### config.mk
export PLATFORM = sky130hd
export DESIGN_NAME = tlrd_norm_cell
export DESIGN_NICKNAME = d
export VERILOG_FILES = /design/src/rtl/core/tlrd_pkg.sv /design/src/rtl/core/tlrd_norm_cell.sv
export SDC_FILE = /design/constraint.sdc
export NUM_CORES = 1
export LEC_CHECK = 0
export BUFFER_PORTS_ARGS = -buffer_cell sky130_fd_sc_hd__buf_2
export CAP_MARGIN = 20
export CORE_AREA = 2 2 248 250
export CTS_CLUSTER_SIZE = 8
export DETAILED_ROUTE_END_ITERATION = 10
export DIE_AREA = 0 0 250 252
export MAX_ROUTING_LAYER = met4
export PLACE_DENSITY_LB_ADDON = 0.1
export SLEW_MARGIN = 20
export SYNTH_ARGS = -nofsm -noshare
export SYNTH_HDL_FRONTEND = slang
export SYNTH_SLANG_ARGS = --single-unit
### constraint.sdc
create_clock -name clk -period 13.5 [get_ports clk]
set_clock_uncertainty 0.1 [all_clocks]
set_input_delay 1.35 -clock clk [delete_from_list [all_inputs] [get_ports clk]]
set_output_delay 1.35 -clock clk [all_outputs]
set_load 0.005 [all_outputs]
### src/rtl/core/tlrd_pkg.sv
// ----------------------------------------------------------------------------
// tlrd_pkg
// Shared types and constants of the thin-lens ray direction pipeline.
// ----------------------------------------------------------------------------
package tlrd_pkg;

    // field and datapath widths
    localparam int Q16_W      = 32;
    localparam int DIR_W      = 16;
    localparam int COMP_W     = 16;
    localparam int BASIS_W    = 48;
    localparam int CFG_IDX_W  = 3;
    localparam int CFG_DATA_W = 48;
    localparam int PROD_W     = 64;
    localparam int PU_W       = 48;
    localparam int PW_W       = 49;
    localparam int C_W        = 50;
    localparam int MAG_W      = 49;
    localparam int NORM_PAD   = 29;
    localparam int NORM_W     = MAG_W + NORM_PAD;
    localparam int M_W        = 30;
    localparam int SQ_W       = 2 * M_W;
    localparam int SUM_W      = 62;
    localparam int ROOT_W     = SUM_W / 2;
    localparam int SQREM_W    = 32;
    localparam int DIV_W      = 32;
    localparam int QUO_W      = 16;
    localparam int DIR_FRAC   = 14;
    localparam int NUM_W      = M_W + DIR_FRAC + 1;

    // cell counts of the chains
    localparam int FDIV_N  = Q16_W;
    localparam int NORM_N  = 7;
    localparam int SQRT_N  = ROOT_W;
    localparam int QDIV_N  = QUO_W;

    // fixed values
    localparam logic [QUO_W-1:0]        DIR_ONE   = 16'd16384;
    localparam logic signed [Q16_W-1:0] Q16_MAX   = 32'sh7FFF_FFFF;
    localparam logic signed [Q16_W-1:0] Q16_MIN   = 32'sh8000_0000;
    localparam logic [Q16_W-1:0]        NEG_LIMIT = 32'h8000_0000;

    // register reset values
    localparam logic [Q16_W-1:0]   FOCAL_RESET   = 32'h0001_0000;
    localparam logic [Q16_W-1:0]   VIEW_RESET    = 32'h0001_0000;
    localparam logic [BASIS_W-1:0] BASIS_U_RESET = 48'h0000_0000_4000;
    localparam logic [BASIS_W-1:0] BASIS_V_RESET = 48'h0000_4000_0000;
    localparam logic [BASIS_W-1:0] BASIS_W_RESET = 48'h4000_0000_0000;

    // register indexes
    typedef enum logic [CFG_IDX_W-1:0] {
        REG_FOCAL_DIST = 3'd0,
        REG_VIEW_DIST  = 3'd1,
        REG_BASIS_U    = 3'd2,
        REG_BASIS_V    = 3'd3,
        REG_BASIS_W    = 3'd4
    } cfg_index_t;

    typedef struct packed {
        logic signed [Q16_W-1:0] pixel_x;
        logic signed [Q16_W-1:0] pixel_y;
        logic signed [Q16_W-1:0] lens_x;
        logic signed [Q16_W-1:0] lens_y;
    } in_item_t;

    typedef struct packed {
        logic signed [DIR_W-1:0] dir_x;
        logic signed [DIR_W-1:0] dir_y;
        logic signed [DIR_W-1:0] dir_z;
        logic                    zero_length;
        logic                    saturated;
    } out_item_t;

    // side data riding along the focal divide chain
    typedef struct packed {
        logic signed [1:0][Q16_W-1:0] lens;
        logic [1:0]                   neg;
        logic [1:0]                   zero;
        logic [1:0]                   ovf;
    } fs_side_t;

    // per-item flags through normalize and final divide
    typedef struct packed {
        logic [2:0] neg;
        logic       zero;
        logic       sat;
    } flag_side_t;

    // side data riding along the square root chain
    typedef struct packed {
        logic [2:0][M_W-1:0] mag;
        flag_side_t          flags;
    } sq_side_t;

endpackage

### src/rtl/core/tlrd_norm_cell.sv
// ----------------------------------------------------------------------------
// tlrd_norm_cell
// One binary normalize step: shifts all lanes left by SH when the top SH
// bits of the control lane (lane 0) are clear.
// ----------------------------------------------------------------------------
module tlrd_norm_cell
    import tlrd_pkg::*;
#(
    parameter int LANES = 4,
    parameter int W     = 78,
    parameter int SH    = 64,
    parameter int SW    = 1
)
(
    input  logic                     clk,
    input  logic                     rst_n,
    input  logic                     in_valid,
    output logic                     in_ready,
    input  logic [LANES-1:0][W-1:0]  in_lane,
    input  logic [SW-1:0]            in_side,
    output logic                     out_valid,
    input  logic                     out_ready,
    output logic [LANES-1:0][W-1:0]  out_lane,
    output logic [SW-1:0]            out_side
);

    logic                    valid_reg;
    logic [LANES-1:0][W-1:0] lane_reg, lane_next;
    logic [SW-1:0]           side_reg;
    logic                    hit;

    // common shift decided on the or of all magnitudes
    assign hit = (in_lane[0][W-1 -: SH] == '0);

    always_comb
    begin
        for (int l = 0; l < LANES; l++)
            lane_next[l] = hit ? (in_lane[l] << SH) : in_lane[l];
    end

    assign in_ready = !valid_reg || out_ready;

    // beat occupancy
    always_ff @(posedge clk or negedge rst_n)
    begin
        if (!rst_n)
            valid_reg <= 1'b0;
        else if (in_ready)
            valid_reg <= in_valid;
    end

    // payload
    always_ff @(posedge clk)
    begin
        if (in_ready)
        begin
            lane_reg <= lane_next;
            side_reg <= in_side;
        end
    end

    assign out_valid = valid_reg;
    assign out_lane  = lane_reg;
    assign out_side  = side_reg;

endmodule

==> results_dict.tcl <==
set metrics [dict create \
    status "finished, final reports clean" \
    netlist_instances 677 \
    drt-initial-drc-count 334 \
    grt_max_degree 165 \
    drive_gt1_frac 0.5635 \
    maxCapViolCount 0 \
    core_um2 60130 \
    muxShareOfSynthArea 0.04018 \
    start_util 0.1958 \
    total_power_w 0.002423 \
    worstMarginPinSlew_ns 1.030 \
    synth-seq-cells 314 \
    syn_to_final_growth_pct 43.86 \
    htreeDepth 2 \
    port_buffers 631 \
    ys_types 11 \
    ctsResizeCount 0 \
    hold_viol 0 \
    synth_compound_area_frac 0.008929 \
    wire_per_inst_um 19.24 \
    postCtsSetupBuffers 0 \
    wirelength_um 40100 \
    synth-edff-count 313 \
    fin_crit_ns 4.647 \
    setup_viol 0 \
    maxSlewViolCount 0 \
    synth_top_family_by_area "simple AND/OR/NAND/NOR gates" \
    synth-simple-area-share 0.1230 \
    clockBufferDepth 3 \
    cts.sinks 314 \
    overflow 0 \
    ys_seq_area_frac 0.8006 \
    fp.dieW_um 250 \
    dieArea_um2 63000 \
    hold_ws_ns 0.4713 \
    fin_crit_sh 0.3442 \
    cp-start-kind "primary input" \
    cts_tree "built" \
    fillers 6335 \
    cts_buffers 46 \
    netlist_area_um2 11770 \
    synth_nets 994 \
    leakage_nw 7.145 \
    drtAntennaViolNets 0 \
    ys_warn_count 0 \
    final_nets 1602 \
    cp.arrival_ns 4.84 \
    synth_fa_ha_area_frac 0 \
    netlist_top_cells_count "edfxtp_1 (313), nor2b_1 (206), clkbuf_1 (55), mux2_2 (42), buf_2 (23)" \
    route.detailed.drc 0 \
    antenna_found_initial 3 \
    critPathMaxFanout 164 \
    cellPowerDensity_nw_per_um2 143.1 \
    tns_ns 0 \
    die_h_um 252 \
    synth_top_area_share 0.7985 \
    irDropWorstVdd_mv 0.08230 \
    viasPerCell 3.783 \
    ioPinCount 632 \
    clk_latency_ns 0.54 \
    grt_pass1_vias 8288 \
    synth.most_common_cell "edfxtp_1" \
    rsz0062_at_grt "false" \
    synth_flop_cell "edfxtp_1" \
    ys_async_sr_fraction 0.003185 \
    cts_root_buf "clkbuf_16" \
    globalRouteTotalUtil 0.1251 \
    dpl.hpwl_um 29720 \
    worstSetupPathType "primary input to register" \
    end_kind "register" \
    ff2ff_setup_slack_ns 10.27 \
    min_path_type "primary input to async pin" \
    num_rows 90 \
    cp.required_ns 13.69 \
    synth.area.top_cells "edfxtp_1 (80%), nor2b_1 (11%), mux2_2 (4.0%), clkbuf_1 (1.8%), buf_2 (0.98%)" \
    syn_avg_cell_area_um2 17.39 \
    place_congestion 0.7635 \
    drt-pass1-iter-count 4 \
    synth_xor_area_frac 0 \
    fmaxAchievable_mhz 215.2 \
    path_clk_slew_ns 0.05 \
    slew_headroom 0.3136 \
    via_count 7883 \
    synth_top_cell_by_area "edfxtp_1" \
    grt_pass1_wl_um 56050 \
    holdBufCountCts 0 \
]
-- cells by family (layout without fill, tap and decap cells) --
group,Yosys count,after routing
DFF,314,314
and+or+nand+nor,229,229
buffers and inverters,78,700
muxes,42,42
AOI/OAI and AO/OA,14,14
other,0,3
-- through the flow --
step	setup WS, ns	instances	instance area, um2	utilization
2_1_floorplan	3.169	677	11770	-
3_3_place_gp	8.343	2019	15660	0.2604
3_5_place_dp	8.220	2019	15660	0.2604
4_1_cts	8.820	2081	16930	0.2815
5_1_grt	8.623	2084	16930	0.2816
6_report	8.853	2084	16930	0.2816
-- critical path, stage by stage --
cell     delay [ns]
buf_2          0.11
nor4_1         0.58
nand4_1        0.30
nor4_4         0.41
buf_12         0.51
buf_4          0.79
mux2_2         0.42
-- worst paths after layout --
check | start | depth (start not counted) | endpoint
min in group clk | in_side | 1 | out_side$_DFFE_PP_
worst min register to register | out_valid$_DFFE_PN0P_ | 1 | out_lane[57]$_SDFFCE_PN0P_
max in group asynchronous | rst_n | 1 | out_valid$_DFFE_PN0P_
worst max register to register | out_valid$_DFFE_PN0P_ | 3 | out_lane[182]$_SDFFCE_PN0P_
worst min-delay path | rst_n | 1 | out_valid$_DFFE_PN0P_
worst max-delay path | in_lane[62] | 7 | out_lane[303]$_DFFE_PP_
-- report_power, final --
part,total [W],internal [W],switching (W)
Clock,0.00105,0.000640,0.000411
Combinational,0.000199,0.0000962,0.000102
Sequential,0.00117,0.00116,0.0000163
-- cells in the final DEF, fill, tap and decap left out, drive strengths merged, types with 2 or more instances in the layout --
cell / synthesis / routed
buf: 23 / 638
edfxtp: 313 / 313
nor2b: 206 / 206
clkbuf: 55 / 58
mux2: 42 / 42
nor4: 17 / 17
a21o: 14 / 14
nand4: 4 / 4
diode: 0 / 3
nand2b: 2 / 2
-- cell type report --
type / count / area [um2] / area share
antenna: 3 / 7.507 / 0.0004433
clock buffer: 58 / 1217 / 0.07189
clock inverter: 4 / 50.05 / 0.002956
multi-input combinational: 285 / 2033 / 0.1201
sequential: 314 / 9424 / 0.5565
tap: 782 / 978.4 / 0.05778
timing repair buffer: 638 / 3223 / 0.1903
-- per-layer routing --
layer	global-route usage	vias up	share of wire
met1	0.1355	3818	0.38
met5	-	-	0
met2	0.2108	365	0.50
met3	0.04931	68	0.095
met4	0.03935	0	0.022
li1	-	3632	-
-- registers in the layout, summed over array words and instances (netlist names) --
register,cells
out_lane,312
out_side,1
out_valid,1
Note: power is estimated with default switching activity, not from simulation.
