## src/rtl/core/tlrd_pkg.sv

```systemverilog
// ----------------------------------------------------------------------------
// tlrd_pkg
// Shared types and constants of the thin-lens ray direction pipeline.
// ----------------------------------------------------------------------------
package tlrd_pkg;

    // field and datapath widths
    localparam int Q16_W      = 32;
    localparam int DIR_W      = 16;
    localparam int COMP_W     = 16;
    localparam int BASIS_W    = 48;
    localparam int CFG_IDX_W  = 3;
    localparam int CFG_DATA_W = 48;
    localparam int PROD_W     = 64;
    localparam int PU_W       = 48;
    localparam int PW_W       = 49;
    localparam int C_W        = 50;
    localparam int MAG_W      = 49;
    localparam int NORM_PAD   = 29;
    localparam int NORM_W     = MAG_W + NORM_PAD;
    localparam int M_W        = 30;
    localparam int SQ_W       = 2 * M_W;
    localparam int SUM_W      = 62;
    localparam int ROOT_W     = SUM_W / 2;
    localparam int SQREM_W    = 32;
    localparam int DIV_W      = 32;
    localparam int QUO_W      = 16;
    localparam int DIR_FRAC   = 14;
    localparam int NUM_W      = M_W + DIR_FRAC + 1;

    // cell counts of the chains
    localparam int FDIV_N  = Q16_W;
    localparam int NORM_N  = 7;
    localparam int SQRT_N  = ROOT_W;
    localparam int QDIV_N  = QUO_W;

    // fixed values
    localparam logic [QUO_W-1:0]        DIR_ONE   = 16'd16384;
    localparam logic signed [Q16_W-1:0] Q16_MAX   = 32'sh7FFF_FFFF;
    localparam logic signed [Q16_W-1:0] Q16_MIN   = 32'sh8000_0000;
    localparam logic [Q16_W-1:0]        NEG_LIMIT = 32'h8000_0000;

    // register reset values
    localparam logic [Q16_W-1:0]   FOCAL_RESET   = 32'h0001_0000;
    localparam logic [Q16_W-1:0]   VIEW_RESET    = 32'h0001_0000;
    localparam logic [BASIS_W-1:0] BASIS_U_RESET = 48'h0000_0000_4000;
    localparam logic [BASIS_W-1:0] BASIS_V_RESET = 48'h0000_4000_0000;
    localparam logic [BASIS_W-1:0] BASIS_W_RESET = 48'h4000_0000_0000;

    // register indexes
    typedef enum logic [CFG_IDX_W-1:0] {
        REG_FOCAL_DIST = 3'd0,
        REG_VIEW_DIST  = 3'd1,
        REG_BASIS_U    = 3'd2,
        REG_BASIS_V    = 3'd3,
        REG_BASIS_W    = 3'd4
    } cfg_index_t;

    typedef struct packed {
        logic signed [Q16_W-1:0] pixel_x;
        logic signed [Q16_W-1:0] pixel_y;
        logic signed [Q16_W-1:0] lens_x;
        logic signed [Q16_W-1:0] lens_y;
    } in_item_t;

    typedef struct packed {
        logic signed [DIR_W-1:0] dir_x;
        logic signed [DIR_W-1:0] dir_y;
        logic signed [DIR_W-1:0] dir_z;
        logic                    zero_length;
        logic                    saturated;
    } out_item_t;

    // side data riding along the focal divide chain
    typedef struct packed {
        logic signed [1:0][Q16_W-1:0] lens;
        logic [1:0]                   neg;
        logic [1:0]                   zero;
        logic [1:0]                   ovf;
    } fs_side_t;

    // per-item flags through normalize and final divide
    typedef struct packed {
        logic [2:0] neg;
        logic       zero;
        logic       sat;
    } flag_side_t;

    // side data riding along the square root chain
    typedef struct packed {
        logic [2:0][M_W-1:0] mag;
        flag_side_t          flags;
    } sq_side_t;

endpackage

```

## src/rtl/core/tlrd_sqrt_cell.sv

```systemverilog
// ----------------------------------------------------------------------------
// tlrd_sqrt_cell
// One digit-by-digit integer square root step: one root bit per cell.
// ----------------------------------------------------------------------------
module tlrd_sqrt_cell
    import tlrd_pkg::*;
#(
    parameter int SW = 1
)
(
    input  logic               clk,
    input  logic               rst_n,
    input  logic               in_valid,
    output logic               in_ready,
    input  logic [SQREM_W-1:0] in_rem,
    input  logic [ROOT_W-1:0]  in_root,
    input  logic [SUM_W-1:0]   in_rad,
    input  logic [SW-1:0]      in_side,
    output logic               out_valid,
    input  logic               out_ready,
    output logic [SQREM_W-1:0] out_rem,
    output logic [ROOT_W-1:0]  out_root,
    output logic [SUM_W-1:0]   out_rad,
    output logic [SW-1:0]      out_side
);

    logic               valid_reg;
    logic [SQREM_W-1:0] rem_reg, rem_next;
    logic [ROOT_W-1:0]  root_reg, root_next;
    logic [SUM_W-1:0]   rad_reg, rad_next;
    logic [SW-1:0]      side_reg;

    // bring down two radicand bits, try root*4+1
    always_comb
    begin
        logic [SQREM_W+1:0] t;
        logic [SQREM_W+1:0] trial;
        logic               ge;
        t         = {in_rem, in_rad[SUM_W-1 -: 2]};
        trial     = (SQREM_W + 2)'({in_root, 2'b01});
        ge        = (t >= trial);
        rem_next  = ge ? SQREM_W'(t - trial) : t[SQREM_W-1:0];
        root_next = {in_root[ROOT_W-2:0], ge};
        rad_next  = {in_rad[SUM_W-3:0], 2'b00};
    end

    assign in_ready = !valid_reg || out_ready;

    // beat occupancy
    always_ff @(posedge clk or negedge rst_n)
    begin
        if (!rst_n)
            valid_reg <= 1'b0;
        else if (in_ready)
            valid_reg <= in_valid;
    end

    // payload
    always_ff @(posedge clk)
    begin
        if (in_ready)
        begin
            rem_reg  <= rem_next;
            root_reg <= root_next;
            rad_reg  <= rad_next;
            side_reg <= in_side;
        end
    end

    assign out_valid = valid_reg;
    assign out_rem   = rem_reg;
    assign out_root  = root_reg;
    assign out_rad   = rad_reg;
    assign out_side  = side_reg;

endmodule

```

## config.mk

```make
export PLATFORM = sky130hd
export DESIGN_NAME = tlrd_sqrt_cell
export DESIGN_NICKNAME = d
export VERILOG_FILES = /design/src/rtl/core/tlrd_pkg.sv /design/src/rtl/core/tlrd_sqrt_cell.sv
export SDC_FILE = /design/constraint.sdc
export NUM_CORES = 1
export LEC_CHECK = 0
export BUFFER_PORTS_ARGS = -buffer_cell sky130_fd_sc_hd__buf_4
export CELL_PAD_IN_SITES_DETAIL_PLACEMENT = 1
export CELL_PAD_IN_SITES_GLOBAL_PLACEMENT = 2
export CORE_UTILIZATION = 25
export DETAILED_ROUTE_END_ITERATION = 8
export PLACE_DENSITY_LB_ADDON = 0.1
export SLEW_MARGIN = 20
export SYNTH_ARGS = -nofsm -noshare
export SYNTH_HDL_FRONTEND = slang
export SYNTH_SLANG_ARGS = --single-unit
```

## constraint.sdc

```tcl
create_clock -name clk -period 5.29 [get_ports clk]
set_input_delay 0.529 -clock clk [delete_from_list [all_inputs] [get_ports clk]]
set_output_delay 0.529 -clock clk [all_outputs]
set_load 0.005 [all_outputs]
```

==> flow_summary.ini <==
[sta]
max_clock_freq_mhz = 258.3
setup_viol = 0
timing.final.crit_share_pct = 73.18
setup_slack_ns = 1.419
relSlewSlack_pct = 52.79
drv_slew = 0
fin_skew_ns = 0.007709
tightest_slew_ns = 0.7082
hold_viol_final = 0
setup_tns_ns = 0
min_period_ns = 3.871
rsz0062_at_grt = false

[clocking]
htreeDepth = 4
post_cts_resized = 0
cts_buffer_depth = 2
clk_latency_ns = 0.41
cts_buffers = 17
root_buffer = clkbuf_16
cts_tree = built
cts_sinks = 125
clkTransAtPathRegs_ns = 0.06

[worst_setup_path]
critical_path_class = in2reg
crit_arrival_ns = 4.03
cp-end-kind = flop
cp_slowest_cell = a41o_2
crit_path_frequent_cell = buf_4
crit_required_ns = 5.45
critical_path.max_stage_delay_ns = 0.57
crit_path_start_kind = primary input
cp_cell_sequence = buf_4, inv_1, ha_1, nor2b_1, o2111ai_1, a31oi_1, a211oi_2, nor3_2, a311o_1, a41o_2, buf_4, mux2_4
cp_max_fo = 17

[finish]
antenna_cells = 0
drive_gt1_share_pct = 45.38
synthToLayoutAreaGrowth_pct = 46.89
nets = 864

[global_routing]
grt_max_degree = 56
antenna_found_initial = 0
grt_pass1_vias = 4874
grt_overflow = 0
grt_pass1_wl_mm = 27.28
grt.total_usage_pct = 14.77

[die]
die_w_um = 158.0
ios = 258
dieArea_um2 = 24980
die-height_um = 158.0
initial_core_util_pct = 25.70
row_count = 56
core-area_um2 = 23680

[synth]
ys_seq_elements = 125
postSynthCellCount = 434
synth_top_area_share_pct = 61.17
synth_cell_types = 53
synth_warnings = 0
ys_top_cells_by_area = edfxtp_1 61%, ha_1 6.8%, mux2_4 6.4%
syn_area_um2 = 6087
synth_seq_area_share_pct = 61.58
synth-edff-count = 124
async_reset_ff_share_pct = 0.8000
syn_avg_cell_area_um2 = 14.03
ys.flop_type = edfxtp_1
yosys.area.top_type = edfxtp_1

[run_status]
status = finished, final reports clean

[route]
dr.first_iter.drc_count = 132
drt_drc_violations_left = 0
dr_total_vias = 4522
dr.pass1.iters = 4
wl_per_cell_um = 17.95
viasPerCell = 4.378
routed_wl_mm = 18.54
drt.antenna.violating_nets = 0

[pwr]
leakagePower_nw = 4.016
cellPowerDensity_nw_per_um2 = 338.7
peakVddDrop_uv = 166.4

[hold_path]
min_path_type = in2reg

[job]
drv_cap = 0

[placement]
io_buffers = 255
place.gp.congestion = 0.7223
hpwl_mm = 14.32
pre_cts_ws_ns = 0.9004
==> logic make-up (layout without fill, tap and decap cells) <==
family	after synthesis	in the layout	synth area share, %
flip-flops	125	125	61.58
AO/OA/AOI/OAI	92	92	10.09
AND/OR/NAND/NOR	71	71	6.084
buffers and inverters	51	330	3.782
adder cells (fa/ha/maj)	33	33	6.783
multiplexers	31	31	7.297
XOR/XNOR	30	30	4.317
other	1	2	0.06161
==> path summary, 6_finish.rpt <==
kind,start,endpoint,slack [ns],cells after the start
hold / removal,in_rad[34],out_rad[36],0.29,1
max in group asynchronous,rst_n,out_valid,4.77,2
min in group asynchronous,rst_n,out_valid,0.44,2
hold reg to reg,out_valid,out_rem[31],1.12,1
setup / recovery,in_root[0],out_rem[18],1.42,12
setup reg to reg,out_valid,out_root[30],3.24,2
==> synthesized netlist by cell type, types with 3 or more instances <==
master and count:
mux2_4 26, a22oi_1 3, a21o_1 13, and3_1 7, nor2_1 15, mux2_2 3, a221oi_1 3, a31oi_1 3
nand2_1 18, nand3_1 3, edfxtp_1 124, clkbuf_1 6, xnor2_1 22, a21oi_1 27, nand2b_1 10, buf_6 4
nor3_1 6, ha_1 33, and4_1 3, inv_1 38, o211ai_1 3, a211oi_1 4, xor2_1 8, o21ai_0 15
==> power by group <==
group | switching [mW] | internal (mW)
combinational | 0.275 | 0.339
clock | 0.474 | 0.697
sequential | 0.0292 | 1.21
==> critical path: cells and delay by family <==
| kind | cells | cell delay, ns |
|---|---|---|
| AOI/OAI and AO/OA | 5 | 1.66 |
| and+or+nand+nor | 2 | 0.65 |
| buffers and inverters | 3 | 0.51 |
| adders and majority gates | 1 | 0.33 |
| muxes | 1 | 0.33 |
==> area by class of cell <==
class | instances | area [µm²]
Inverter | 38 | 142.6
Fill cell | 2621 | 14740
Tap cell | 319 | 399.1
Multi-Input combinational cell | 259 | 2121
Timing Repair Buffer | 260 | 1954
Clock buffer | 19 | 432.9
Clock inverter | 13 | 142.6
Sequential cell | 125 | 3749
==> layer usage <==
layer,vias up,part of all wire (%),global-route usage (%)
met5,-,0,0
li1,2158,-,-
met3,12,7.7,4.353
met4,0,1.1,4.808
met2,165,48,25.15
met1,2187,43,17.78
==> placed cells by master, fill, tap and decap left out, types with 3 or more instances in the layout <==
master and instances:
a211oi_1 4, a21o_1 13, a21oi_1 27, a221oi_1 3
a22oi_1 3, a31oi_1 3, and3_1 7, and4_1 3
buf_4 259, clkbuf_16 17, clkinv_2 3, clkinv_4 4
edfxtp_1 124, ha_1 33, inv_1 38, mux2_2 3
mux2_4 26, nand2_1 18, nand2b_1 9, nand3_1 3
nor2_1 15, nor3_1 6, o211ai_1 3, o21ai_0 15
xnor2_1 22, xor2_1 8
==> flip-flops by register name (all words and copies together) (netlist names) <==
signal,flops
out_rem,32
out_rad,60
out_side,1
out_valid,1
out_root,31
==> metrics by stage <==
stage | std cells | util [%] | power, mW | hold WS [ns] | area, µm²
final | 1033 | 37.75 | 3.029 | 0.2868 | 8941
after global routing | 1033 | 37.75 | 3.172 | 0.2581 | 8941
after CTS | 1033 | 37.75 | 3.082 | 0.2638 | 8941
after detailed placement | 1000 | 35.28 | 1.892 | 0.3101 | 8356
after global placement | 1000 | 35.28 | 1.885 | 0.3060 | 8356
after floorplan | 435 | - | 1.578 | 0.2334 | 6091
==> timing repair <==
item / in CTS / in global routing
hold buffers: 1 / 0
hold endpoints to repair: 1 / 0
buffers inserted: 0 / 0
setup endpoints to repair: 0 / 0
Power figures use the tool's default switching activity.
