File: src/rtl/core/tlrd_pkg.sv
// ----------------------------------------------------------------------------
// tlrd_pkg
// Shared types and constants of the thin-lens ray direction pipeline.
// ----------------------------------------------------------------------------
package tlrd_pkg;

    // field and datapath widths
    localparam int Q16_W      = 32;
    localparam int DIR_W      = 16;
    localparam int COMP_W     = 16;
    localparam int BASIS_W    = 48;
    localparam int CFG_IDX_W  = 3;
    localparam int CFG_DATA_W = 48;
    localparam int PROD_W     = 64;
    localparam int PU_W       = 48;
    localparam int PW_W       = 49;
    localparam int C_W        = 50;
    localparam int MAG_W      = 49;
    localparam int NORM_PAD   = 29;
    localparam int NORM_W     = MAG_W + NORM_PAD;
    localparam int M_W        = 30;
    localparam int SQ_W       = 2 * M_W;
    localparam int SUM_W      = 62;
    localparam int ROOT_W     = SUM_W / 2;
    localparam int SQREM_W    = 32;
    localparam int DIV_W      = 32;
    localparam int QUO_W      = 16;
    localparam int DIR_FRAC   = 14;
    localparam int NUM_W      = M_W + DIR_FRAC + 1;

    // cell counts of the chains
    localparam int FDIV_N  = Q16_W;
    localparam int NORM_N  = 7;
    localparam int SQRT_N  = ROOT_W;
    localparam int QDIV_N  = QUO_W;

    // fixed values
    localparam logic [QUO_W-1:0]        DIR_ONE   = 16'd16384;
    localparam logic signed [Q16_W-1:0] Q16_MAX   = 32'sh7FFF_FFFF;
    localparam logic signed [Q16_W-1:0] Q16_MIN   = 32'sh8000_0000;
    localparam logic [Q16_W-1:0]        NEG_LIMIT = 32'h8000_0000;

    // register reset values
    localparam logic [Q16_W-1:0]   FOCAL_RESET   = 32'h0001_0000;
    localparam logic [Q16_W-1:0]   VIEW_RESET    = 32'h0001_0000;
    localparam logic [BASIS_W-1:0] BASIS_U_RESET = 48'h0000_0000_4000;
    localparam logic [BASIS_W-1:0] BASIS_V_RESET = 48'h0000_4000_0000;
    localparam logic [BASIS_W-1:0] BASIS_W_RESET = 48'h4000_0000_0000;

    // register indexes
    typedef enum logic [CFG_IDX_W-1:0] {
        REG_FOCAL_DIST = 3'd0,
        REG_VIEW_DIST  = 3'd1,
        REG_BASIS_U    = 3'd2,
        REG_BASIS_V    = 3'd3,
        REG_BASIS_W    = 3'd4
    } cfg_index_t;

    typedef struct packed {
        logic signed [Q16_W-1:0] pixel_x;
        logic signed [Q16_W-1:0] pixel_y;
        logic signed [Q16_W-1:0] lens_x;
        logic signed [Q16_W-1:0] lens_y;
    } in_item_t;

    typedef struct packed {
        logic signed [DIR_W-1:0] dir_x;
        logic signed [DIR_W-1:0] dir_y;
        logic signed [DIR_W-1:0] dir_z;
        logic                    zero_length;
        logic                    saturated;
    } out_item_t;

    // side data riding along the focal divide chain
    typedef struct packed {
        logic signed [1:0][Q16_W-1:0] lens;
        logic [1:0]                   neg;
        logic [1:0]                   zero;
        logic [1:0]                   ovf;
    } fs_side_t;

    // per-item flags through normalize and final divide
    typedef struct packed {
        logic [2:0] neg;
        logic       zero;
        logic       sat;
    } flag_side_t;

    // side data riding along the square root chain
    typedef struct packed {
        logic [2:0][M_W-1:0] mag;
        flag_side_t          flags;
    } sq_side_t;

endpackage

File: src/rtl/core/tlrd_div_cell.sv
// ----------------------------------------------------------------------------
// tlrd_div_cell
// One restoring divide step per cell over several lanes sharing a divisor.
// ----------------------------------------------------------------------------
module tlrd_div_cell
    import tlrd_pkg::*;
#(
    parameter int LANES = 2,
    parameter int W     = 32,
    parameter int NW    = 32,
    parameter int SW    = 1
)
(
    input  logic                       clk,
    input  logic                       rst_n,
    input  logic                       in_valid,
    output logic                       in_ready,
    input  logic [W-1:0]               in_div,
    input  logic [LANES-1:0][W-1:0]    in_rem,
    input  logic [LANES-1:0][NW-1:0]   in_num,
    input  logic [SW-1:0]              in_side,
    output logic                       out_valid,
    input  logic                       out_ready,
    output logic [W-1:0]               out_div,
    output logic [LANES-1:0][W-1:0]    out_rem,
    output logic [LANES-1:0][NW-1:0]   out_num,
    output logic [SW-1:0]              out_side
);

    logic                     valid_reg;
    logic [W-1:0]             div_reg;
    logic [LANES-1:0][W-1:0]  rem_reg, rem_next;
    logic [LANES-1:0][NW-1:0] num_reg, num_next;
    logic [SW-1:0]            side_reg;

    // bring down one numerator bit, subtract when it fits
    always_comb
    begin
        logic [W:0] t;
        logic       ge;
        for (int l = 0; l < LANES; l++)
        begin
            t           = {in_rem[l], in_num[l][NW-1]};
            ge          = (t >= {1'b0, in_div});
            rem_next[l] = ge ? W'(t - {1'b0, in_div}) : t[W-1:0];
            num_next[l] = {in_num[l][NW-2:0], ge};
        end
    end

    assign in_ready = !valid_reg || out_ready;

    // beat occupancy
    always_ff @(posedge clk or negedge rst_n)
    begin
        if (!rst_n)
            valid_reg <= 1'b0;
        else if (in_ready)
            valid_reg <= in_valid;
    end

    // payload
    always_ff @(posedge clk)
    begin
        if (in_ready)
        begin
            div_reg  <= in_div;
            rem_reg  <= rem_next;
            num_reg  <= num_next;
            side_reg <= in_side;
        end
    end

    assign out_valid = valid_reg;
    assign out_div   = div_reg;
    assign out_rem   = rem_reg;
    assign out_num   = num_reg;
    assign out_side  = side_reg;

endmodule

File: config.mk
export PLATFORM = sky130hd
export DESIGN_NAME = tlrd_div_cell
export DESIGN_NICKNAME = d
export VERILOG_FILES = /design/src/rtl/core/tlrd_pkg.sv /design/src/rtl/core/tlrd_div_cell.sv
export SDC_FILE = /design/constraint.sdc
export NUM_CORES = 1
export LEC_CHECK = 0
export ABC_AREA = 1
export BUFFER_PORTS_ARGS = -buffer_cell sky130_fd_sc_hd__buf_2
export CAP_MARGIN = 20
export CORE_MARGIN = 5
export CORE_UTILIZATION = 50
export CTS_CLUSTER_SIZE = 12
export DETAILED_ROUTE_END_ITERATION = 10
export PLACE_DENSITY = 0.88
export SETUP_SLACK_MARGIN = 0.5
export SYNTH_ARGS = -nofsm -noshare
export SYNTH_HDL_FRONTEND = slang
export SYNTH_SLANG_ARGS = --single-unit
File: constraint.sdc
create_clock -name clk -period 4.9 [get_ports clk]
set_input_delay 0.245 -clock clk [delete_from_list [all_inputs] [get_ports clk]]
set_output_delay 0.245 -clock clk [all_outputs]
set_load 0.02 [all_outputs]
==> out/metrics.cfg, run 1 <==
[global_routing]
grt_pass1_vias = 10711
grt_pass1_wl_mm = 57.5
grt_usage = 0.304
antenna_found_initial = 2
grt_max_degree = 131
grtUsageMet3 = 0.0554
busiest_layer = met2
met1_usage = 0.349
grt_use_met2 = 0.550
grt.overflow.total = 0

[drt]
routedWlPerCell_um = 18.4
via_per_inst = 5.14
first_iter_violations = 939
antenna_left = 0
wl_mm = 39.9
drc = 0
num_vias = 11127
drtPass1Iterations = 6

[timing]
hold_viol = 0
whs_ps = 2.91
fmax_mhz = 320
final.setup.tns_ps = 0
final.min_clock_period_ps = 3130
setup-violations-final = 0
finClkSkew_ps = 9.86
worst_pin_slew_ps = 986
slew-limit-headroom = 0.343
slew_violations = 0
fin_crit_sh = 0.638
rsz0062_at_grt = false

[power_and_ir_drop]
vdd_drop_max_mv = 0.193
cellLeakagePower_nw = 7.81
pwr-share-comb = 0.301
power.internal_mw = 2.82
power_density_nw_per_um2 = 307
clkPwrFrac = 0.293
p_sw_mw = 1.55
p_total_mw = 4.37
seqPwrFrac = 0.405
switching_share = 0.355

[clocking]
cts_sinks = 162
cts.clk_slew.worst_paths_ps = 70
cts_buffers = 17
cts_max_level = 4
cts_tree = done
clock_latency_ps = 440
cts_buffer_depth = 2
cts_root_buffer = clkbuf_16
cts_resized = 0

[yosys]
synth_mux_area_frac = 0
yosys.area_share.adder = 0.0762
syn_nets = 1691
syn_area_um2 = 11000
synthSimpleGateAreaFrac = 0.331
synth_compound_area_frac = 0.0209
ys.warnings.count = 0
synth_top_family_by_area = simple AND/OR/NAND/NOR gates
netlist_instances = 1460
synth_xor_area_frac = 0.0222
ys_seq_area_frac = 0.440
yosys_register_bits = 162
ys_types = 32
syn_area_per_cell_um2 = 7.56

[floorplan]
io_pins = 328
start_util = 0.507
die_w_um = 159
die_h_um = 159
dieArea_um2 = 25100
rows = 54
core_um2 = 21800

[critical_path]
end_kind = flip-flop
cp.required_ps = 5080
cp_data_arrival_time_ps = 3300
r2r_start = out_valid
rr_endpoint = out_rem[31]
criticalPathCategory = in -> reg
critPathCapture = out_rem[2]
reg2reg_depth = 2
rrSetupSlack_ps = 2760
start_kind = input pin
cp-startpoint = in_div[16]
critical_path_peak_fanout = 35

[finish]
synthToLayoutAreaGrowth_pct = 29.2
drive_gt1_frac = 0.215
multi_input_area_um2 = 4980
nFillCells = 1813
ff_latch_area_um2 = 4860
final_net_count = 2100

[place]
numPortBuffers = 327
hpwl_mm = 30.2
gp_routability_congestion = 0.976

[status]
status = finished, final reports clean

[worst_hold_path]
whs_path_depth = 1
hp-class = in -> reg

[job]
max_cap_viol_count = 0

## cell usage after synthesis (all sizes together)
master	n	area share
edfxtp	161	0.44
nand4	4	0.0023
buf	19	0.013
and3	1	0.00057
nand3b	13	0.010
o21bai	3	0.0020
ha	64	0.073
and2	9	0.0051
dfrtp	1	0.0023
inv	284	0.097
nor2	88	0.032
o21ai	3	0.0014
xor2	26	0.021
a21oi	37	0.017
xnor2	2	0.0016
nand3	129	0.064
fa	2	0.0036
nor3	17	0.0092
nand2	596	0.21
a21o	1	0.00068
## final cells by class
class	count	share of cell area
Clock inverter	14	0.00825
Sequential cell	162	0.341
Multi-Input combinational cell	995	0.349
Antenna cell	2	0.000351
Clock buffer	18	0.0301
Timing Repair Buffer	409	0.172
Tap cell	280	0.0246
Inverter	284	0.0748
## metal layers
| metal | up-vias | part of all wire |
|---|---|---|
| li1 | 5388 | - |
| met4 | 2 | 0.051 |
| met3 | 129 | 0.079 |
| met2 | 578 | 0.50 |
| met5 | - | 0.00023 |
| met1 | 5030 | 0.37 |
## worst max-delay path, cell delays in order
cell and delay, ps:
dlygate4sd3_1 530, buf_2 130, inv_1 150, ha_1 310, nand2_1 170, inv_1 60, nand2_1 60, nand2_1 50
inv_1 50, nand2_1 60, inv_1 80, nand2_2 70, nand2_2 550, nand2_4 440, nand2_1 230, nand2_1 100
## flip-flops by register name, summed over array words and instances (netlist names)
signal and cells:
out_num 64, out_rem 64, out_div 32, out_side 1, out_valid 1
## kinds of logic (layout without fill, tap and decap cells)
kind of cell             Yosys count  in the layout
AO/OA/AOI/OAI                     44             44
XOR/XNOR                          28             28
adder cells (fa/ha/maj)           66             66
buffers and inverters            303            725
flip-flops                       162            162
other                              0              2
AND/OR/NAND/NOR                  857            857
## power groups by stage
stage / clock network, mW / logic (mW) / registers, mW
6_report: 1.28 / 1.32 / 1.77
4_1_cts: 1.29 / 1.30 / 1.77
3_5_place_dp: 0 / 1.24 / 1.80
2_1_floorplan: 0 / 0.619 / 1.99
5_1_grt: 1.36 / 1.44 / 1.78
3_3_place_gp: 0 / 1.22 / 1.80
## what timing repair did
item,4_1_cts,5_1_grt
setup buffers,0,0
hold buffers,72,7
hold endpoints to repair,72,7
## how the worst min path moves through the flow
stage / startpoint / slack, ps / end
global placement: rst_n / 20 / out_valid
floorplan: rst_n / -50 / out_valid
global route: in_div[4] / 2 / out_div[4]
CTS: in_div[15] / 0.1 / out_div[15]
detailed placement: rst_n / 20 / out_valid
finish: in_div[17] / 3 / out_div[17]
## placed cells by master (no fill, tap or decap), types with 4 or more instances in the layout
master,Yosys,layout
edfxtp_1,161,161
dlygate4sd3_1,0,79
inv_2,11,11
and2_1,9,9
nand2_2,7,7
nor2_2,5,5
clkbuf_16,0,17
a21oi_1,37,37
nand4_1,4,4
inv_6,0,6
xor2_1,26,26
nand3b_1,12,12
nor2_1,82,82
nand2_1,585,584
nand3_1,117,117
ha_1,64,64
inv_1,273,273
nor3_1,15,15
buf_2,13,327
nand3_2,12,12
## stage by stage
stage | setup slack, ps | area [um2] | utilization | std cells
after floorplan | 1980 | 11000 | - | 1460
after global placement | 2050 | 12900 | 0.594 | 2051
after detailed placement | 1990 | 12900 | 0.594 | 2051
after CTS | 1860 | 14200 | 0.652 | 2155
after global routing | 1610 | 14300 | 0.655 | 2163
final | 1770 | 14300 | 0.655 | 2164
Note: power is estimated with default switching activity, not from simulation.
==> run 2, diff against run 1 <==
- ABC_AREA: 1 -> 0
- PLACE_DENSITY: 0.88 -> 0.91
- clock period: 4.9 -> 3.1 ns (I/O delays scaled with it)
==> out/metrics.cfg, run 2 <==
[status]
status = finished, final reports clean

[global_routing]
grt_usage = 0.292  ; -0.0124
grt.overflow.total = 0  ; unchanged
grt_pass1_wl_mm = 46.2  ; -20%
grt_max_degree = 65  ; -50%
grt_pass1_vias = 8440  ; -21%
antenna_found_initial = 2  ; unchanged

[drt]
first_iter_violations = 720  ; -23%
drtPass1Iterations = 5  ; -1
wl_met1_mm = 11.5  ; -23%
via_per_inst = 5.62  ; +9.4%
num_vias = 8406  ; -24%
drc = 0  ; unchanged
top_layer_used = met5
antenna_left = 0  ; unchanged
routedWlPerCell_um = 21.5  ; +17%
met3WireLength_mm = 2.70  ; -14%
wl_mm = 32.2  ; -19%
met2_length_mm = 16.3  ; -18%

[floorplan]
core_um2 = 17800  ; -18%
die_h_um = 144  ; -9.0%
dieArea_um2 = 20800  ; -17%
io_pins = 328  ; unchanged
die_w_um = 144  ; -9.0%
start_util = 0.506  ; -0.00133
rows = 49  ; -9.3%

[yosys]
syn_nets = 1003  ; -41%
ys_seq_area_frac = 0.538  ; +0.0981
synth_top_cells_by_area = edfxtp_1 (54%), ha_1 (8.9%), mux2_1 (3.4%)
ys.warnings.count = 0  ; unchanged
synth-edff-count = 161  ; unchanged
yosys_register_bits = 162  ; unchanged
yosysMostFrequentCell = edfxtp_1
ys_types = 54  ; +69%
synth_common_cells = edfxtp_1 (161), ha_1 (64), nand2_1 (64), o21ai_0 (57), a21oi_1 (54)
async_flop_share = 0.00617  ; unchanged
synth_flop_cell = edfxtp_1
syn_area_per_cell_um2 = 11.7  ; +55%
synth_top_cell_by_area = edfxtp_1
syn_area_um2 = 9020  ; -18%
netlist_instances = 772  ; -47%
yosysTopAreaCellShare = 0.536  ; +0.0976

[clocking]
cts.clk_slew.worst_paths_ps = 70  ; about the same
clock_latency_ps = 420  ; -20 ps
cts_tree = done
cts_sinks = 162  ; unchanged
cts_root_buffer = clkbuf_16
cts_buffer_depth = 2  ; unchanged
cts_max_level = 4  ; unchanged
cts_buffers = 17  ; unchanged

[place]
gp_routability_congestion = 0.888  ; -9.0%
place_area_um2 = 11300  ; -13%
numPortBuffers = 327  ; unchanged
hpwl_mm = 22.1  ; -27%

[power_and_ir_drop]
power_density_nw_per_um2 = 527  ; +72%
p_total_mw = 7.01  ; +60%
vdd_drop_max_mv = 0.382  ; +98%
cellLeakagePower_nw = 5.89  ; -25%

[timing]
hold_viol = 0  ; unchanged
fmax_mhz = 382
fin_crit_sh = 0.845
worst_pin_slew_ps = 721  ; -265 ps
final.setup.tns_ps = 0  ; unchanged
rsz0062_at_grt = true
slew-limit-headroom = 0.520  ; +0.177
setup-violations-final = 0  ; unchanged
finClkSkew_ps = 9.59  ; -0.265 ps
slew_violations = 0  ; unchanged
final.min_clock_period_ps = 2620

[critical_path]
critical_path_peak_fanout = 3  ; -91%
cp-startpoint = in_div[0]
cp_data_arrival_time_ps = 2770  ; -530 ps
slowest_delay_ps = 450  ; -100 ps
end_kind = flip-flop
cp.required_ps = 3250  ; -1830 ps
criticalPathCategory = in -> reg
path_cells = buf_2, ha_1, fa_1, nor2b_2, o2111ai_1, a31o_2, o31a_1, o21ai_2, a311oi_4, o221ai_2, xnor2_1, o21ai_0
crit_family = compound AO/OA/AOI/OAI gates
crit_buf_inv = 1  ; -5
r2r_start = out_valid
start_kind = input pin
crit_slowest_cell = fa_1

[finish]
antenna_cells = 0  ; -2
synthToLayoutAreaGrowth_pct = 47.5
final_net_count = 1484  ; -29%
utilization = 0.746  ; +0.0909
drive_gt1_frac = 0.390  ; +0.175
layout_commonest_cell = buf_2
post-route-cell-area_um2 = 13300  ; -6.6%
mostFrequentLayoutCells = buf_2 (326), edfxtp_1 (161), dlygate4sd3_1 (96)

[job]
max_cap_viol_count = 0  ; unchanged

[worst_hold_path]
hold_start = in_rem[26]
hp-class = in -> reg

## run 2: changes by cell type in the layout (fill, tap and decap cells not counted), moves of 17 or more
cell	previous run	this run
nand2_1	584	64
inv_1	273	41
nand3_1	117	13
buf_4	3	56
nor2_1	82	29
o21ai_0	3	51
xnor2_1	2	30
a21o_1	1	27
mux2_1	0	24
dlygate4sd3_1	79	96
## run 2: kinds of logic after synthesis
family | share of synthesized area
AO/OA/AOI/OAI | 0.142
AND/OR/NAND/NOR | 0.0936
flip-flops | 0.538
buffers and inverters | 0.0334
adder cells (fa/ha/maj) | 0.0932
XOR/XNOR | 0.0573
multiplexers | 0.0421
## run 2: final timing paths
check                         endpoint  slack (ps)  depth (start not counted)
max                        out_rem[30]         480                         12
min                        out_rem[27]          30                          3
max reg2reg                out_num[15]        1390                          2
min reg2reg                 out_rem[4]        1110                          1
max in group asynchronous    out_valid        2980                          2
min in group asynchronous    out_valid          40                          2
## run 2: cell type report
class                           count  area [um2]
Tap cell                          229         287
Clock buffer                       18         429
Multi-Input combinational cell    536        4260
Timing Repair Buffer              487        3150
Inverter                           49         191
Sequential cell                   162        4860
Clock inverter                     14         140
Fill cell                        1132        4530
## run 2: per-layer routing
metal | vias up | GRT usage
li1 | 3852 | -
met4 | 4 | 0.139
met3 | 115 | 0.0655
met2 | 484 | 0.521
met5 | - | 0
met1 | 3951 | 0.330
## run 2: stage by stage
step / hold WS [ps] / setup WS, ps / instances
after floorplan: -141 / 297 / 772
after global placement: -70.5 / -54.4 / 1349
after detailed placement: -63.6 / -108 / 1349
after CTS: 17.2 / 504 / 1484
after global routing: 18.7 / 425 / 1495
final: 34.7 / 482 / 1495
## run 2: tightest hold or removal path: stages
cell,delay (ps)
buf_2,90
nand2_1,40
o21ai_0,60
## run 2: timing repair
action | in CTS | in global routing
pin swaps | 11 | 21
cloned | 2 | 0
buffers inserted | 5 | 11
endpoints found under the setup margin | 33 | 60
hold buffers | 96 | 0
hold endpoints to repair | 96 | 0
resized for setup | 25 | 41
## run 2: power breakdown
| part | internal (mW) | switching, mW |
|---|---|---|
| sequential | 2.74 | 0.0816 |
| combinational | 0.883 | 1.26 |
| clock | 1.07 | 0.980 |
==> run 3, diff against run 2 <==
- clock period: 3.1 -> 2.59 ns (I/O delays scaled with it)
==> out/metrics.cfg, run 3 (synthesis gave the netlist of run 2 again) <==
[status]
status = complete, but fails checks
violations = negative setup slack

[finish]
finalNonFillerCells = 1679  ; +12%
synthToLayoutAreaGrowth_pct = 76.1
drive_gt1_frac = 0.546  ; +0.156
final_net_count = 1666  ; +12%
utilization = 0.891  ; +0.145
post-route-cell-area_um2 = 15900  ; +19%
mostFrequentLayoutCells = buf_2 (312), buf_4 (204), edfxtp_1 (161)
layout_commonest_cell = buf_2
nFillCells = 670  ; -41%

[timing]
setup-violations-final = 4  ; +4
worst_pin_slew_ps = 496  ; -225 ps
final.min_clock_period_ps = 2720
slew-limit-headroom = 0.661  ; +0.141
slew_violations = 0  ; unchanged
whs_ps = 0.0842  ; -34.6 ps
fin_crit_sh = 1.05
rsz0062_at_grt = true
final.setup.tns_ps = -343  ; -343 ps
hold_viol = 0  ; unchanged
fmax_mhz = 367
finClkSkew_ps = 9.47  ; -0.120 ps
layout_setup_ws_ps = -133  ; -615 ps

[place]
place_area_um2 = 12400  ; +10%
gp_routability_congestion = 0.947  ; +6.6%
numPortBuffers = 327  ; unchanged
hpwl_mm = 23.7  ; +7.3%
post-place-ws_ps = -639  ; -531 ps
dp.cells = 1481  ; +9.8%

[floorplan]
io_pins = 328  ; unchanged
rows = 49  ; unchanged
die_w_um = 144  ; unchanged
start_util = 0.506  ; unchanged
core_um2 = 17800  ; unchanged
dieArea_um2 = 20800  ; unchanged
die_h_um = 144  ; unchanged

[power_and_ir_drop]
vdd_drop_max_mv = 0.542  ; +42%
cellLeakagePower_nw = 7.17  ; +22%
switching_share = 0.357  ; +0.0256
power.internal_mw = 6.19  ; +32%
seqPwrFrac = 0.353  ; -0.049
power_density_nw_per_um2 = 605  ; +15%
p_sw_mw = 3.43  ; +48%
pwr-share-comb = 0.376  ; +0.071
p_total_mw = 9.62  ; +37%
clkPwrFrac = 0.271  ; -0.021

[clocking]
cts_tree = done
clock_latency_ps = 440  ; +20 ps
cts_root_buffer = clkbuf_16
cts.clk_slew.worst_paths_ps = 70  ; about the same
cts_max_level = 4  ; unchanged
cts_buffers = 17  ; unchanged
cts_buffer_depth = 2  ; unchanged
cts_sinks = 162  ; unchanged

[drt]
routedWlPerCell_um = 26.9  ; +25%
drc = 0  ; unchanged
num_vias = 10405  ; +24%
first_iter_violations = 1498  ; +110%
drtPass1Iterations = 6  ; +1
via_per_inst = 6.20  ; +10%
antenna_left = 0  ; unchanged
wl_mm = 45.2  ; +40%

[global_routing]
grt_pass1_wl_mm = 58.4  ; +26%
grt_usage = 0.368  ; +0.0759
antenna_found_initial = 2  ; unchanged
grt_pass1_vias = 10418  ; +23%
grt_max_degree = 75  ; +15%
grt.overflow.total = 0  ; unchanged

[job]
max_cap_viol_count = 0  ; unchanged

[critical_path]
criticalPathCategory = in -> reg
start_kind = input pin
cp.required_ps = 2770  ; -480 ps
critical_path_peak_fanout = 3  ; unchanged
rrSetupSlack_ps = 960  ; -430 ps
cp_data_arrival_time_ps = 2900  ; +130 ps
end_kind = flip-flop

[worst_hold_path]
hp-class = in -> reg

[run 3: changes by cell type in the layout (fill, tap and decap cells not counted), sizes merged, moves of 2 or more]
cell      delta
diode        +2
clkinvlp     -4
clkinv       +7
buf        +179
inv          -2
[run 3: area by class of cell]
type | count | area (um2) | share of cell area
Multi-Input combinational cell | 537 | 5050 | 0.317
Timing Repair Buffer | 668 | 4870 | 0.307
Sequential cell | 162 | 4860 | 0.306
Clock buffer | 17 | 425 | 0.0268
Tap cell | 229 | 287 | 0.0180
Inverter | 49 | 234 | 0.0147
Clock inverter | 15 | 165 | 0.0104
Antenna cell | 2 | 5.00 | 0.000315
[run 3: layer usage]
metal	vias up	global-route usage	part of all wire	wire (um)
met5	-	0	0.00044	20
met4	2	0.233	0.091	4130
met3	324	0.0847	0.11	4870
met2	979	0.640	0.48	21600
met1	4882	0.404	0.32	14500
li1	4218	-	-	-
[run 3: repair_timing]
action / in CTS / in global routing
setup endpoints to repair: 66 / 66
setup buffers: 46 / 14
hold endpoints to repair: 96 / 0
cloned: 5 / 3
hold buffers: 96 / 0
pin swaps: 66 / 38
resized for setup: 184 / 88
[run 3: worst paths after layout]
kind,startpoint,cells after the start,to
min in group asynchronous,rst_n,2,out_valid
max,in_div[0],14,out_rem[30]
min reg2reg,out_valid,1,out_rem[3]
min,in_rem[49],2,out_rem[50]
max reg2reg,out_valid,2,out_rem[27]
max in group asynchronous,rst_n,2,out_valid
[run 3: power groups by stage]
stage | sequential (mW) | clock [mW] | combinational [mW]
global route | 3.41 | 2.71 | 3.72
floorplan | 3.82 | 0 | 1.07
detailed placement | 3.42 | 0 | 2.52
finish | 3.40 | 2.61 | 3.62
global placement | 3.41 | 0 | 2.46
CTS | 3.37 | 2.50 | 3.08
[run 3: worst max-delay path: stages]
cell       delay (ps)
buf_12            110
buf_6             110
buf_6             120
ha_4              170
fa_2              390
nor2b_4           170
o2111ai_2         140
a31o_4            280
o31a_1            290
o21ai_2           260
a311oi_4          180
o221ai_2          220
xnor2_1           210
o21ai_1           120
